### src/hdl/dda_pkg.sv
// Shared types and constants for the DDA grid ray stepper.
// No dependencies; every other file imports this package.
package dda_pkg;

  localparam int ORIGIN_W   = 24;
  localparam int DIR_W      = 16;
  localparam int MAG_W      = 16;
  localparam int CELL_OUT_W = 16;
  localparam int DIST_W     = 32;
  localparam int DIV_STEPS  = 31;

  localparam logic OP_INIT = 1'b0;
  localparam logic OP_STEP = 1'b1;

  localparam logic AXIS_X = 1'b0;
  localparam logic AXIS_Y = 1'b1;

  typedef logic        [ORIGIN_W-1:0]   origin_t;
  typedef logic signed [DIR_W-1:0]      dir_t;
  typedef logic        [MAG_W-1:0]      mag_t;
  typedef logic signed [CELL_OUT_W-1:0] cell_out_t;
  typedef logic        [DIST_W-1:0]     dist_t;

  typedef enum logic [1:0] {
    ST_IDLE,
    ST_DIV,
    ST_MUL,
    ST_FIN
  } ctrl_state_t;

  typedef struct packed {
    logic start;
    logic step;
    logic iter;
    logic mul;
    logic fin;
  } dp_cmd_t;

  typedef struct packed {
    logic item_valid;
    logic item_op;
    logic out_free;
  } ctrl_stat_t;

endpackage

### src/hdl/dda_ifs.sv
// Valid/ready channel interfaces for ray items and result words.
// Depends on dda_pkg for payload types.
interface dda_item_if;
  import dda_pkg::*;

  logic    valid;
  logic    ready;
  logic    op;
  origin_t origin_x;
  origin_t origin_y;
  dir_t    dir_x;
  dir_t    dir_y;

  modport source(output valid, op, origin_x, origin_y, dir_x, dir_y, input ready);
  modport sink(input valid, op, origin_x, origin_y, dir_x, dir_y, output ready);
endinterface

interface dda_result_if;
  import dda_pkg::*;

  logic      valid;
  logic      ready;
  cell_out_t cell_x;
  cell_out_t cell_y;
  logic      axis;
  dist_t     side_dist_x;
  dist_t     side_dist_y;

  modport source(output valid, cell_x, cell_y, axis, side_dist_x, side_dist_y,
                 input ready);
  modport sink(input valid, cell_x, cell_y, axis, side_dist_x, side_dist_y,
               output ready);
endinterface

### src/hdl/dda_ctrl.sv
// Sequencer for the ray stepper: accepts words, runs the reciprocal,
// multiply and commit phases of an init. Depends on dda_pkg.
module dda_ctrl (
  input  logic                clk,
  input  logic                rst,
  input  dda_pkg::ctrl_stat_t stat,
  output logic                item_ready,
  output dda_pkg::dp_cmd_t    cmd
);
  import dda_pkg::*;

  localparam int CNT_W = $clog2(DIV_STEPS);

  ctrl_state_t       state;
  ctrl_state_t       state_next;
  logic [CNT_W-1:0]  cnt;

  always_ff @(posedge clk) begin
    if (rst) begin
      state <= ST_IDLE;
      cnt   <= '0;
    end else begin
      state <= state_next;
      if (state == ST_DIV) begin
        cnt <= cnt + CNT_W'(1);
      end else begin
        cnt <= '0;
      end
    end
  end

  always_comb begin
    state_next = state;
    case (state)
      ST_IDLE: begin
        if (stat.item_valid && item_ready && stat.item_op == OP_INIT) begin
          state_next = ST_DIV;
        end
      end
      ST_DIV: begin
        if (cnt == CNT_W'(DIV_STEPS - 1)) begin
          state_next = ST_MUL;
        end
      end
      ST_MUL:  state_next = ST_FIN;
      ST_FIN:  state_next = ST_IDLE;
      default: state_next = ST_IDLE;
    endcase
  end

  always_comb begin
    item_ready = 1'b0;
    cmd        = '0;
    case (state)
      ST_IDLE: begin
        item_ready = stat.out_free && !rst;
        cmd.start  = stat.item_valid && item_ready && stat.item_op == OP_INIT;
        cmd.step   = stat.item_valid && item_ready && stat.item_op == OP_STEP;
      end
      ST_DIV:  cmd.iter = 1'b1;
      ST_MUL:  cmd.mul  = 1'b1;
      ST_FIN:  cmd.fin  = 1'b1;
      default: cmd      = '0;
    endcase
  end

endmodule

### src/hdl/dda_recip.sv
// Bit-serial restoring divider: 2^30 / |dir|, one quotient bit per cycle.
// Depends on dda_pkg.
module dda_recip (
  input  logic          clk,
  input  logic          start,
  input  logic          iter,
  input  dda_pkg::dir_t dir,
  output dda_pkg::dist_t delta
);
  import dda_pkg::*;

  mag_t                 mag;
  mag_t                 rem;
  logic [DIV_STEPS-1:0] quo;
  logic                 is_zero;
  logic [DIR_W-1:0]     dir_u;
  mag_t                 dir_mag;
  logic [MAG_W:0]       trial;
  logic [MAG_W:0]       diff;
  logic                 ge;

  assign dir_u   = dir;
  assign dir_mag = dir_u[DIR_W-1] ? mag_t'(~dir_u + DIR_W'(1)) : mag_t'(dir_u);
  assign trial   = {rem, quo[DIV_STEPS-1]};
  assign ge      = trial >= {1'b0, mag};
  assign diff    = trial - {1'b0, mag};

  always_ff @(posedge clk) begin
    if (start) begin
      mag     <= dir_mag;
      rem     <= '0;
      quo     <= DIV_STEPS'(1) << (DIV_STEPS - 1);
      is_zero <= (dir_mag == '0);
    end else if (iter) begin
      rem <= ge ? diff[MAG_W-1:0] : trial[MAG_W-1:0];
      quo <= {quo[DIV_STEPS-2:0], ge};
    end
  end

  assign delta = is_zero ? '1 : DIST_W'(quo);

endmodule

### src/hdl/dda_datapath.sv
// Ray state, reciprocal units, edge multipliers, step adder and result
// register. Depends on dda_pkg, dda_result_if and dda_recip.
module dda_datapath #(
  parameter int FRAC_BITS = 16,
  parameter int CELL_BITS = 16
) (
  input  logic             clk,
  input  logic             rst,
  input  dda_pkg::dp_cmd_t cmd,
  input  dda_pkg::origin_t origin_x,
  input  dda_pkg::origin_t origin_y,
  input  dda_pkg::dir_t    dir_x,
  input  dda_pkg::dir_t    dir_y,
  output logic             out_free,
  dda_result_if.source     result
);
  import dda_pkg::*;

  localparam int EDGE_W = FRAC_BITS + 1;
  localparam int PROD_W = EDGE_W + DIST_W;

  logic [CELL_BITS-1:0] cell_x;
  logic [CELL_BITS-1:0] cell_y;
  dist_t                side_x;
  dist_t                side_y;
  dist_t                delta_x;
  dist_t                delta_y;
  logic                 step_neg_x;
  logic                 step_neg_y;

  logic [CELL_BITS-1:0] cell_x_next;
  logic [CELL_BITS-1:0] cell_y_next;
  dist_t                side_x_next;
  dist_t                side_y_next;
  dist_t                delta_x_next;
  dist_t                delta_y_next;
  logic                 step_neg_x_next;
  logic                 step_neg_y_next;
  logic                 axis_next;

  logic [EDGE_W-1:0]    edge_x;
  logic [EDGE_W-1:0]    edge_y;
  logic [PROD_W-1:0]    prod_x;
  logic [PROD_W-1:0]    prod_y;
  dist_t                recip_x;
  dist_t                recip_y;
  logic                 take_x;
  logic                 load;

  function automatic logic [CELL_BITS-1:0] cell_of(input origin_t o);
    logic [ORIGIN_W+CELL_BITS-1:0] ext;
    ext = {{CELL_BITS{1'b0}}, o};
    return ext[FRAC_BITS +: CELL_BITS];
  endfunction

  function automatic logic [EDGE_W-1:0] edge_of(input origin_t o, input logic neg);
    logic [EDGE_W-1:0] frac;
    frac = {1'b0, o[FRAC_BITS-1:0]};
    return neg ? frac : ((EDGE_W'(1) << FRAC_BITS) - frac);
  endfunction

  function automatic dist_t sat_shift(input logic [PROD_W-1:0] p);
    logic [DIST_W:0] s;
    s = p[FRAC_BITS +: DIST_W+1];
    return s[DIST_W] ? '1 : s[DIST_W-1:0];
  endfunction

  function automatic dist_t sat_add(input dist_t a, input dist_t b);
    logic [DIST_W:0] s;
    s = {1'b0, a} + {1'b0, b};
    return s[DIST_W] ? '1 : s[DIST_W-1:0];
  endfunction

  function automatic cell_out_t cell_out(input logic [CELL_BITS-1:0] c);
    logic [CELL_BITS+CELL_OUT_W-1:0] ext;
    ext = {{CELL_OUT_W{1'b0}}, c};
    return cell_out_t'(ext[CELL_OUT_W-1:0]);
  endfunction

  dda_recip u_recip_x (
    .clk   (clk),
    .start (cmd.start),
    .iter  (cmd.iter),
    .dir   (dir_x),
    .delta (recip_x)
  );

  dda_recip u_recip_y (
    .clk   (clk),
    .start (cmd.start),
    .iter  (cmd.iter),
    .dir   (dir_y),
    .delta (recip_y)
  );

  assign take_x   = side_x < side_y;
  assign load     = cmd.step || cmd.fin;
  assign out_free = !result.valid || result.ready;

  always_comb begin
    cell_x_next     = cell_x;
    cell_y_next     = cell_y;
    side_x_next     = side_x;
    side_y_next     = side_y;
    delta_x_next    = delta_x;
    delta_y_next    = delta_y;
    step_neg_x_next = step_neg_x;
    step_neg_y_next = step_neg_y;
    axis_next       = AXIS_X;
    if (cmd.start) begin
      cell_x_next     = cell_of(origin_x);
      cell_y_next     = cell_of(origin_y);
      step_neg_x_next = dir_x[DIR_W-1];
      step_neg_y_next = dir_y[DIR_W-1];
    end
    if (cmd.fin) begin
      delta_x_next = recip_x;
      delta_y_next = recip_y;
      side_x_next  = sat_shift(prod_x);
      side_y_next  = sat_shift(prod_y);
    end
    if (cmd.step) begin
      if (take_x) begin
        side_x_next = sat_add(side_x, delta_x);
        cell_x_next = step_neg_x ? cell_x - CELL_BITS'(1) : cell_x + CELL_BITS'(1);
      end else begin
        side_y_next = sat_add(side_y, delta_y);
        cell_y_next = step_neg_y ? cell_y - CELL_BITS'(1) : cell_y + CELL_BITS'(1);
        axis_next   = AXIS_Y;
      end
    end
  end

  always_ff @(posedge clk) begin
    if (rst) begin
      cell_x     <= '0;
      cell_y     <= '0;
      side_x     <= '0;
      side_y     <= '0;
      delta_x    <= '0;
      delta_y    <= '0;
      step_neg_x <= 1'b0;
      step_neg_y <= 1'b0;
    end else begin
      cell_x     <= cell_x_next;
      cell_y     <= cell_y_next;
      side_x     <= side_x_next;
      side_y     <= side_y_next;
      delta_x    <= delta_x_next;
      delta_y    <= delta_y_next;
      step_neg_x <= step_neg_x_next;
      step_neg_y <= step_neg_y_next;
    end
  end

  always_ff @(posedge clk) begin
    if (cmd.start) begin
      edge_x <= edge_of(origin_x, dir_x[DIR_W-1]);
      edge_y <= edge_of(origin_y, dir_y[DIR_W-1]);
    end
    if (cmd.mul) begin
      prod_x <= PROD_W'(edge_x) * PROD_W'(recip_x);
      prod_y <= PROD_W'(edge_y) * PROD_W'(recip_y);
    end
  end

  always_ff @(posedge clk) begin
    if (rst) begin
      result.valid <= 1'b0;
    end else if (load) begin
      result.valid <= 1'b1;
    end else if (result.ready) begin
      result.valid <= 1'b0;
    end
  end

  always_ff @(posedge clk) begin
    if (load) begin
      result.cell_x      <= cell_out(cell_x_next);
      result.cell_y      <= cell_out(cell_y_next);
      result.axis        <= axis_next;
      result.side_dist_x <= side_x_next;
      result.side_dist_y <= side_y_next;
    end
  end

endmodule

### src/hdl/dda_grid_ray_stepper.sv
// Top level of the DDA grid ray stepper: joins sequencer and datapath.
// Depends on dda_pkg, dda_ifs, dda_ctrl and dda_datapath.
//
//   channel  dir  payload                                        per word
//   item     in   op, origin_x, origin_y, dir_x, dir_y           one ray command
//   result   out  cell_x, cell_y, axis, side_dist_x, side_dist_y one answer
//
// Step word: result registered on acceptance; one step per cycle unless stalled.
// Init word: runs the bit-serial reciprocal (ST_DIV), the edge multiply
//   (ST_MUL) and the commit (ST_FIN) in turn; item.ready stays low meanwhile.
// Reset (rst, synchronous) clears the sequencer, ray state and result valid.
// A held result stalls intake only while it is not being taken.
module dda_grid_ray_stepper #(
  parameter int FRAC_BITS = 16,
  parameter int CELL_BITS = 16
) (
  input  logic         clk,
  input  logic         rst,
  dda_item_if.sink     item,
  dda_result_if.source result
);
  import dda_pkg::*;

  ctrl_stat_t stat;
  dp_cmd_t    cmd;
  logic       out_free;

  assign stat = '{item_valid: item.valid, item_op: item.op, out_free: out_free};

  dda_ctrl u_ctrl (
    .clk        (clk),
    .rst        (rst),
    .stat       (stat),
    .item_ready (item.ready),
    .cmd        (cmd)
  );

  dda_datapath #(
    .FRAC_BITS (FRAC_BITS),
    .CELL_BITS (CELL_BITS)
  ) u_datapath (
    .clk      (clk),
    .rst      (rst),
    .cmd      (cmd),
    .origin_x (item.origin_x),
    .origin_y (item.origin_y),
    .dir_x    (item.dir_x),
    .dir_y    (item.dir_y),
    .out_free (out_free),
    .result   (result)
  );

endmodule

### src/flat_wrapper.sv
// flat-port wrapper written by rule: the top's interface ports become plain ports
module dda_grid_ray_stepper_flat import dda_pkg::*;
#(
  parameter int FRAC_BITS = 16,
  parameter int CELL_BITS = 16
)
  (clk, rst, item_valid, item_op, item_origin_x, item_origin_y, item_dir_x, item_dir_y, item_ready, result_valid, result_cell_x, result_cell_y, result_axis, result_side_dist_x, result_side_dist_y, result_ready);
  dda_item_if item_i ();
  dda_result_if result_i ();
  input  logic clk;
  input  logic rst;
  input wire logic [$bits(item_i.valid)-1:0] item_valid;
  input wire logic [$bits(item_i.op)-1:0] item_op;
  input wire logic [$bits(item_i.origin_x)-1:0] item_origin_x;
  input wire logic [$bits(item_i.origin_y)-1:0] item_origin_y;
  input wire logic [$bits(item_i.dir_x)-1:0] item_dir_x;
  input wire logic [$bits(item_i.dir_y)-1:0] item_dir_y;
  output wire logic [$bits(item_i.ready)-1:0] item_ready;
  output wire logic [$bits(result_i.valid)-1:0] result_valid;
  output wire logic [$bits(result_i.cell_x)-1:0] result_cell_x;
  output wire logic [$bits(result_i.cell_y)-1:0] result_cell_y;
  output wire logic [$bits(result_i.axis)-1:0] result_axis;
  output wire logic [$bits(result_i.side_dist_x)-1:0] result_side_dist_x;
  output wire logic [$bits(result_i.side_dist_y)-1:0] result_side_dist_y;
  input wire logic [$bits(result_i.ready)-1:0] result_ready;
  assign item_i.valid = item_valid;
  assign item_i.op = item_op;
  assign item_i.origin_x = item_origin_x;
  assign item_i.origin_y = item_origin_y;
  assign item_i.dir_x = item_dir_x;
  assign item_i.dir_y = item_dir_y;
  assign item_ready = item_i.ready;
  assign result_valid = result_i.valid;
  assign result_cell_x = result_i.cell_x;
  assign result_cell_y = result_i.cell_y;
  assign result_axis = result_i.axis;
  assign result_side_dist_x = result_i.side_dist_x;
  assign result_side_dist_y = result_i.side_dist_y;
  assign result_i.ready = result_ready;
  dda_grid_ray_stepper #(.FRAC_BITS(FRAC_BITS), .CELL_BITS(CELL_BITS)) u_core (.clk(clk), .rst(rst), .item(item_i), .result(result_i));
endmodule
### config.mk
export PLATFORM = sky130hd
export DESIGN_NAME = dda_grid_ray_stepper_flat
export DESIGN_NICKNAME = d
export VERILOG_FILES = /design/src/hdl/dda_pkg.sv /design/src/hdl/dda_ifs.sv /design/src/hdl/dda_ctrl.sv /design/src/hdl/dda_recip.sv /design/src/hdl/dda_datapath.sv /design/src/hdl/dda_grid_ray_stepper.sv /design/src/flat_wrapper.sv
export SDC_FILE = /design/constraint.sdc
export NUM_CORES = 2
export LEC_CHECK = 0
export ABC_AREA = 1
export BUFFER_PORTS_ARGS = -buffer_cell sky130_fd_sc_hd__buf_4
export CORE_UTILIZATION = 50
export CTS_BUF_LIST = sky130_fd_sc_hd__clkbuf_4 sky130_fd_sc_hd__clkbuf_8
export CTS_CLUSTER_DIAMETER = 30
export CTS_CLUSTER_SIZE = 40
export DETAILED_ROUTE_END_ITERATION = 12
export PLACE_DENSITY = 0.63
export REMOVE_ABC_BUFFERS = 1
export SYNTH_ARGS = -nofsm -noshare
export SYNTH_HDL_FRONTEND = slang
export SYNTH_SLANG_ARGS = --single-unit
### constraint.sdc
create_clock -name clk -period 16.7 [get_ports clk]
set_input_delay 1.67 -clock clk [delete_from_list [all_inputs] [get_ports clk]]
set_output_delay 1.67 -clock clk [all_outputs]
set_load 0.05 [all_outputs]
==> results.toml <==
[outcome]
run_status = "finished clean"

[sta]
post-route-period-util_pct = 48.8
setup_ws_ps = 8540
timing_max_transition_violations_final = 0
slew-limit-headroom_pct = 16.9
max_freq_mhz = 123
rsz0062_at_grt = "no"
finClkSkew_ps = 73.7
setup-tns-final_ps = 0
setup_viol = 0
worst_pin_slew_ps = 1250
period_needed_ps = 8160
finalHoldViolCount = 0

[clock_network]
numCtsBuffers = 120
cts_max_level = 3
hold_buffer_count_at_cts = 0
clk_root_buffer_cell = "sky130_fd_sc_hd__clkbuf_8"
clock_tree_from_tritoncts = "built"
cts_num_sinks = 495
clk-insertion-delay-late_ps = 890
cts_setup_buffers = 0
clockBufferDepth = 3
clk_transition_reported_paths_ps = 70
cts-resized-gates = 0

[logic_synthesis]
postSynthAreaPerCell_um2 = 7.59
ys_ff_latch = 495
ys_seq_area_share_pct = 19.4
synth.yosys.warnings = 0
yosys-top-cells-area = "sky130_fd_sc_hd__fa_1, sky130_fd_sc_hd__nand2_1, sky130_fd_sc_hd__edfxtp_1, sky130_fd_sc_hd__inv_1, sky130_fd_sc_hd__dfxtp_1"
async_flop_share_pct = 0
syn-instance-count = 8291
synth_top_cell_area_share_pct = 28.6
synth_cell_type_count = 53
synthesis.area_mm2 = 0.0630
synth_edf_count = 231
synth_flop_cell = "sky130_fd_sc_hd__dfxtp_1"
synthDominantAreaCellType = "sky130_fd_sc_hd__fa_1"

[setup_path]
critical_path.endpoint_type = "flip-flop"
timing.critical_path.mode_cell = "sky130_fd_sc_hd__fa_1"
worst_ep_arrival_time_ps = 8730
critical_path_required_ps = 17270
critical_path_peak_fanout = 49
critical_path_cell_count = 22
path_class = "reg2reg"
critPathTopFamily = "adder cells"
worst_path_largest_cell_delay_ps = 830
critical-path-slowest-cell = "sky130_fd_sc_hd__nor2_1"
worst-r2r-cell-count = 22
critical_path_buf_inv_count = 7
critPathLaunchType = "flip-flop"
timing.critical_path.cells = "buf_4 -> nor2_1 -> clkinv_1 -> nand2_1 -> fa_1 -> fa_1 -> fa_1 -> inv_1 -> fa_1 -> fa_1 -> inv_1 -> fa_1 -> inv_1 -> ha_1 -> nand2_1 -> nor2_1 -> inv_1 -> nor2_1 -> inv_1 -> nor4_1 -> a21oi_1 -> xnor2_1"

[worst_hold_path]
worstHoldPathCells = 2
hp-class = "reg2reg"

[detailed_routing]
detail_route.wirelength_mm = 205
wl_per_cell_um = 20.2
drt-initial-drc-count = 4698
detailedRoute.firstPassIterationCount = 9
detail_route.drc_violations = 0
vias_per_cell = 5.36
ant_nets = 0
vias = 54500

[final_layout]
layout.cells.most_common = "sky130_fd_sc_hd__nand2_1"
layout-area-overhead-vs-synth_pct = 9.31
filler_cell_count = 12100
sequential_cell_area_mm2 = 0.0122
mostFrequentLayoutCells = "sky130_fd_sc_hd__nand2_1, sky130_fd_sc_hd__inv_1, sky130_fd_sc_hd__nor2_1"
layout.nets = 9794
share_of_layout_cells_above_drive_strength_1_pct = 6.30
multi_input_combinational_cell_area_mm2 = 0.0429
finalNonFillerCells = 10200

[place]
post-place-cells = 9916
place.gp.congestion = 1.03
hpwl_mm = 165
placement.setup.worst_slack_ps = 8740
buffer_ports.inserted = 183

[global_routing]
pin_count_of_the_biggest_net_entering_global_routing = 84
antenna_violations_before_repair = 8
via_count_of_the_first_global_routing_pass = 55400
grt_first_pass_wirelength_mm = 319
grt.overflow.total = 0
grt.total_usage_pct = 32.8

[die]
io-pin-count = 184
floorplan.die.width_um = 357
placement_rows = 129
dieArea_mm2 = 0.127
initial_cell_density_of_the_core_pct = 50.7
coreArea_mm2 = 0.124
die_y_um = 357

[run]
count_of_max_cap_constraint_violations = 0
==> synth_stat cells, types with 2 or more instances <==
cell type / count
sky130_fd_sc_hd__nor3_1: 59
sky130_fd_sc_hd__buf_6: 3
sky130_fd_sc_hd__o21a_1: 13
sky130_fd_sc_hd__nand3_1: 237
sky130_fd_sc_hd__xor2_1: 123
sky130_fd_sc_hd__buf_4: 7
sky130_fd_sc_hd__o211ai_1: 7
sky130_fd_sc_hd__buf_1: 15
sky130_fd_sc_hd__nand2_2: 4
sky130_fd_sc_hd__nor4_1: 17
sky130_fd_sc_hd__dfxtp_1: 264
sky130_fd_sc_hd__o31ai_1: 4
sky130_fd_sc_hd__a211oi_1: 2
sky130_fd_sc_hd__o21bai_1: 29
sky130_fd_sc_hd__nand3b_1: 15
sky130_fd_sc_hd__nand2_1: 2036
sky130_fd_sc_hd__inv_2: 2
sky130_fd_sc_hd__and2_1: 4
sky130_fd_sc_hd__a21oi_1: 354
sky130_fd_sc_hd__o21ai_2: 11
sky130_fd_sc_hd__clkbuf_1: 224
sky130_fd_sc_hd__nor2_4: 4
sky130_fd_sc_hd__inv_1: 1785
sky130_fd_sc_hd__a21o_1: 28
sky130_fd_sc_hd__o21ai_0: 211
sky130_fd_sc_hd__fa_1: 900
sky130_fd_sc_hd__o22ai_1: 64
sky130_fd_sc_hd__o21ai_1: 21
sky130_fd_sc_hd__a31oi_1: 29
sky130_fd_sc_hd__ha_1: 408
sky130_fd_sc_hd__a21oi_2: 3
sky130_fd_sc_hd__edfxtp_1: 231
sky130_fd_sc_hd__clkinv_1: 19
sky130_fd_sc_hd__nor2_1: 951
sky130_fd_sc_hd__xnor2_1: 66
sky130_fd_sc_hd__buf_2: 30
sky130_fd_sc_hd__or2_2: 4
sky130_fd_sc_hd__nand4_1: 82
sky130_fd_sc_hd__a21boi_0: 11
==> cell type report <==
class,instances,share of cell area [%]
multi-input cells,5710,62.3
flip-flops and latches,495,17.8
inverters,1806,9.85
well taps,1637,2.98
repair buffers,268,2.92
clock buffers,131,2.54
clock inverters,99,1.63
diodes,6,0.0218
==> cell families after synthesis <==
family	share of synthesized area [%]
xor+xnor	2.63
simple gates	21.7
compound gates	6.98
buf+inv	12.6
fa+ha+maj	36.7
mux	0.0159
flops	19.4
==> per-stage QoR <==
| step | instance area (um2) | hold WS [ps] | util (%) |
|---|---|---|---|
| 6_report | 68800 | 448 | 55.4 |
| 5_1_grt | 68800 | 492 | 55.4 |
| 4_1_cts | 68800 | 440 | 55.4 |
| 3_5_place_dp | 65900 | 461 | 53.1 |
| 3_3_place_gp | 65900 | 447 | 53.1 |
| 2_1_floorplan | 61800 | 430 | - |
==> state kept, by name, indices dropped and copies added, names as in the netlist, 17 cells and up <==
signal                                count
u_core.u_datapath.prod_x                 33
u_core.u_datapath.side_y                 32
u_core.u_datapath.edge_x                 17
u_core.u_datapath.delta_x                32
u_core.u_datapath.edge_y                 17
u_core.u_datapath.prod_y                 33
u_core.u_datapath.u_recip_x.quo          31
u_core.u_datapath.result.side_dist_x     32
u_core.u_datapath.side_x                 32
u_core.u_datapath.u_recip_y.quo          31
u_core.u_datapath.delta_y                32
u_core.u_datapath.result.side_dist_y     32
==> path summary, 6_finish.rpt <==
check / start / end / slack, ps
hold reg to reg: u_core.u_datapath.u_recip_x.quo[10] / u_core.u_datapath.u_recip_x.quo[11] / 450
hold / removal: u_core.u_datapath.u_recip_x.quo[10] / u_core.u_datapath.u_recip_x.quo[11] / 450
setup / recovery: u_core.u_datapath.u_recip_x.is_zero / u_core.u_datapath.prod_x[24] / 8540
setup reg to reg: u_core.u_datapath.u_recip_x.is_zero / u_core.u_datapath.prod_x[24] / 8540
==> worst register-to-register path, delay by kind of cell, from the launching register on <==
kind	cells	cell delay, ps
buffers and inverters	7	1450
adder cells (fa/ha/maj)	7	3340
XOR/XNOR	1	480
flip-flops	1	370
AND/OR/NAND/NOR	6	2020
AO/OA/AOI/OAI	1	200
==> layer usage <==
layer | track usage, % | up-vias | part of all wire [%]
met5 | 0 | - | 0.012
met4 | 12.4 | 4 | 4.0
met3 | 5.92 | 471 | 8.3
met2 | 52.5 | 2285 | 45
met1 | 44.3 | 26400 | 43
li1 | - | 25300 | -
Power is not shown: default switching activity piles up to over one toggle a cycle in this logic, so the estimate is an artifact.
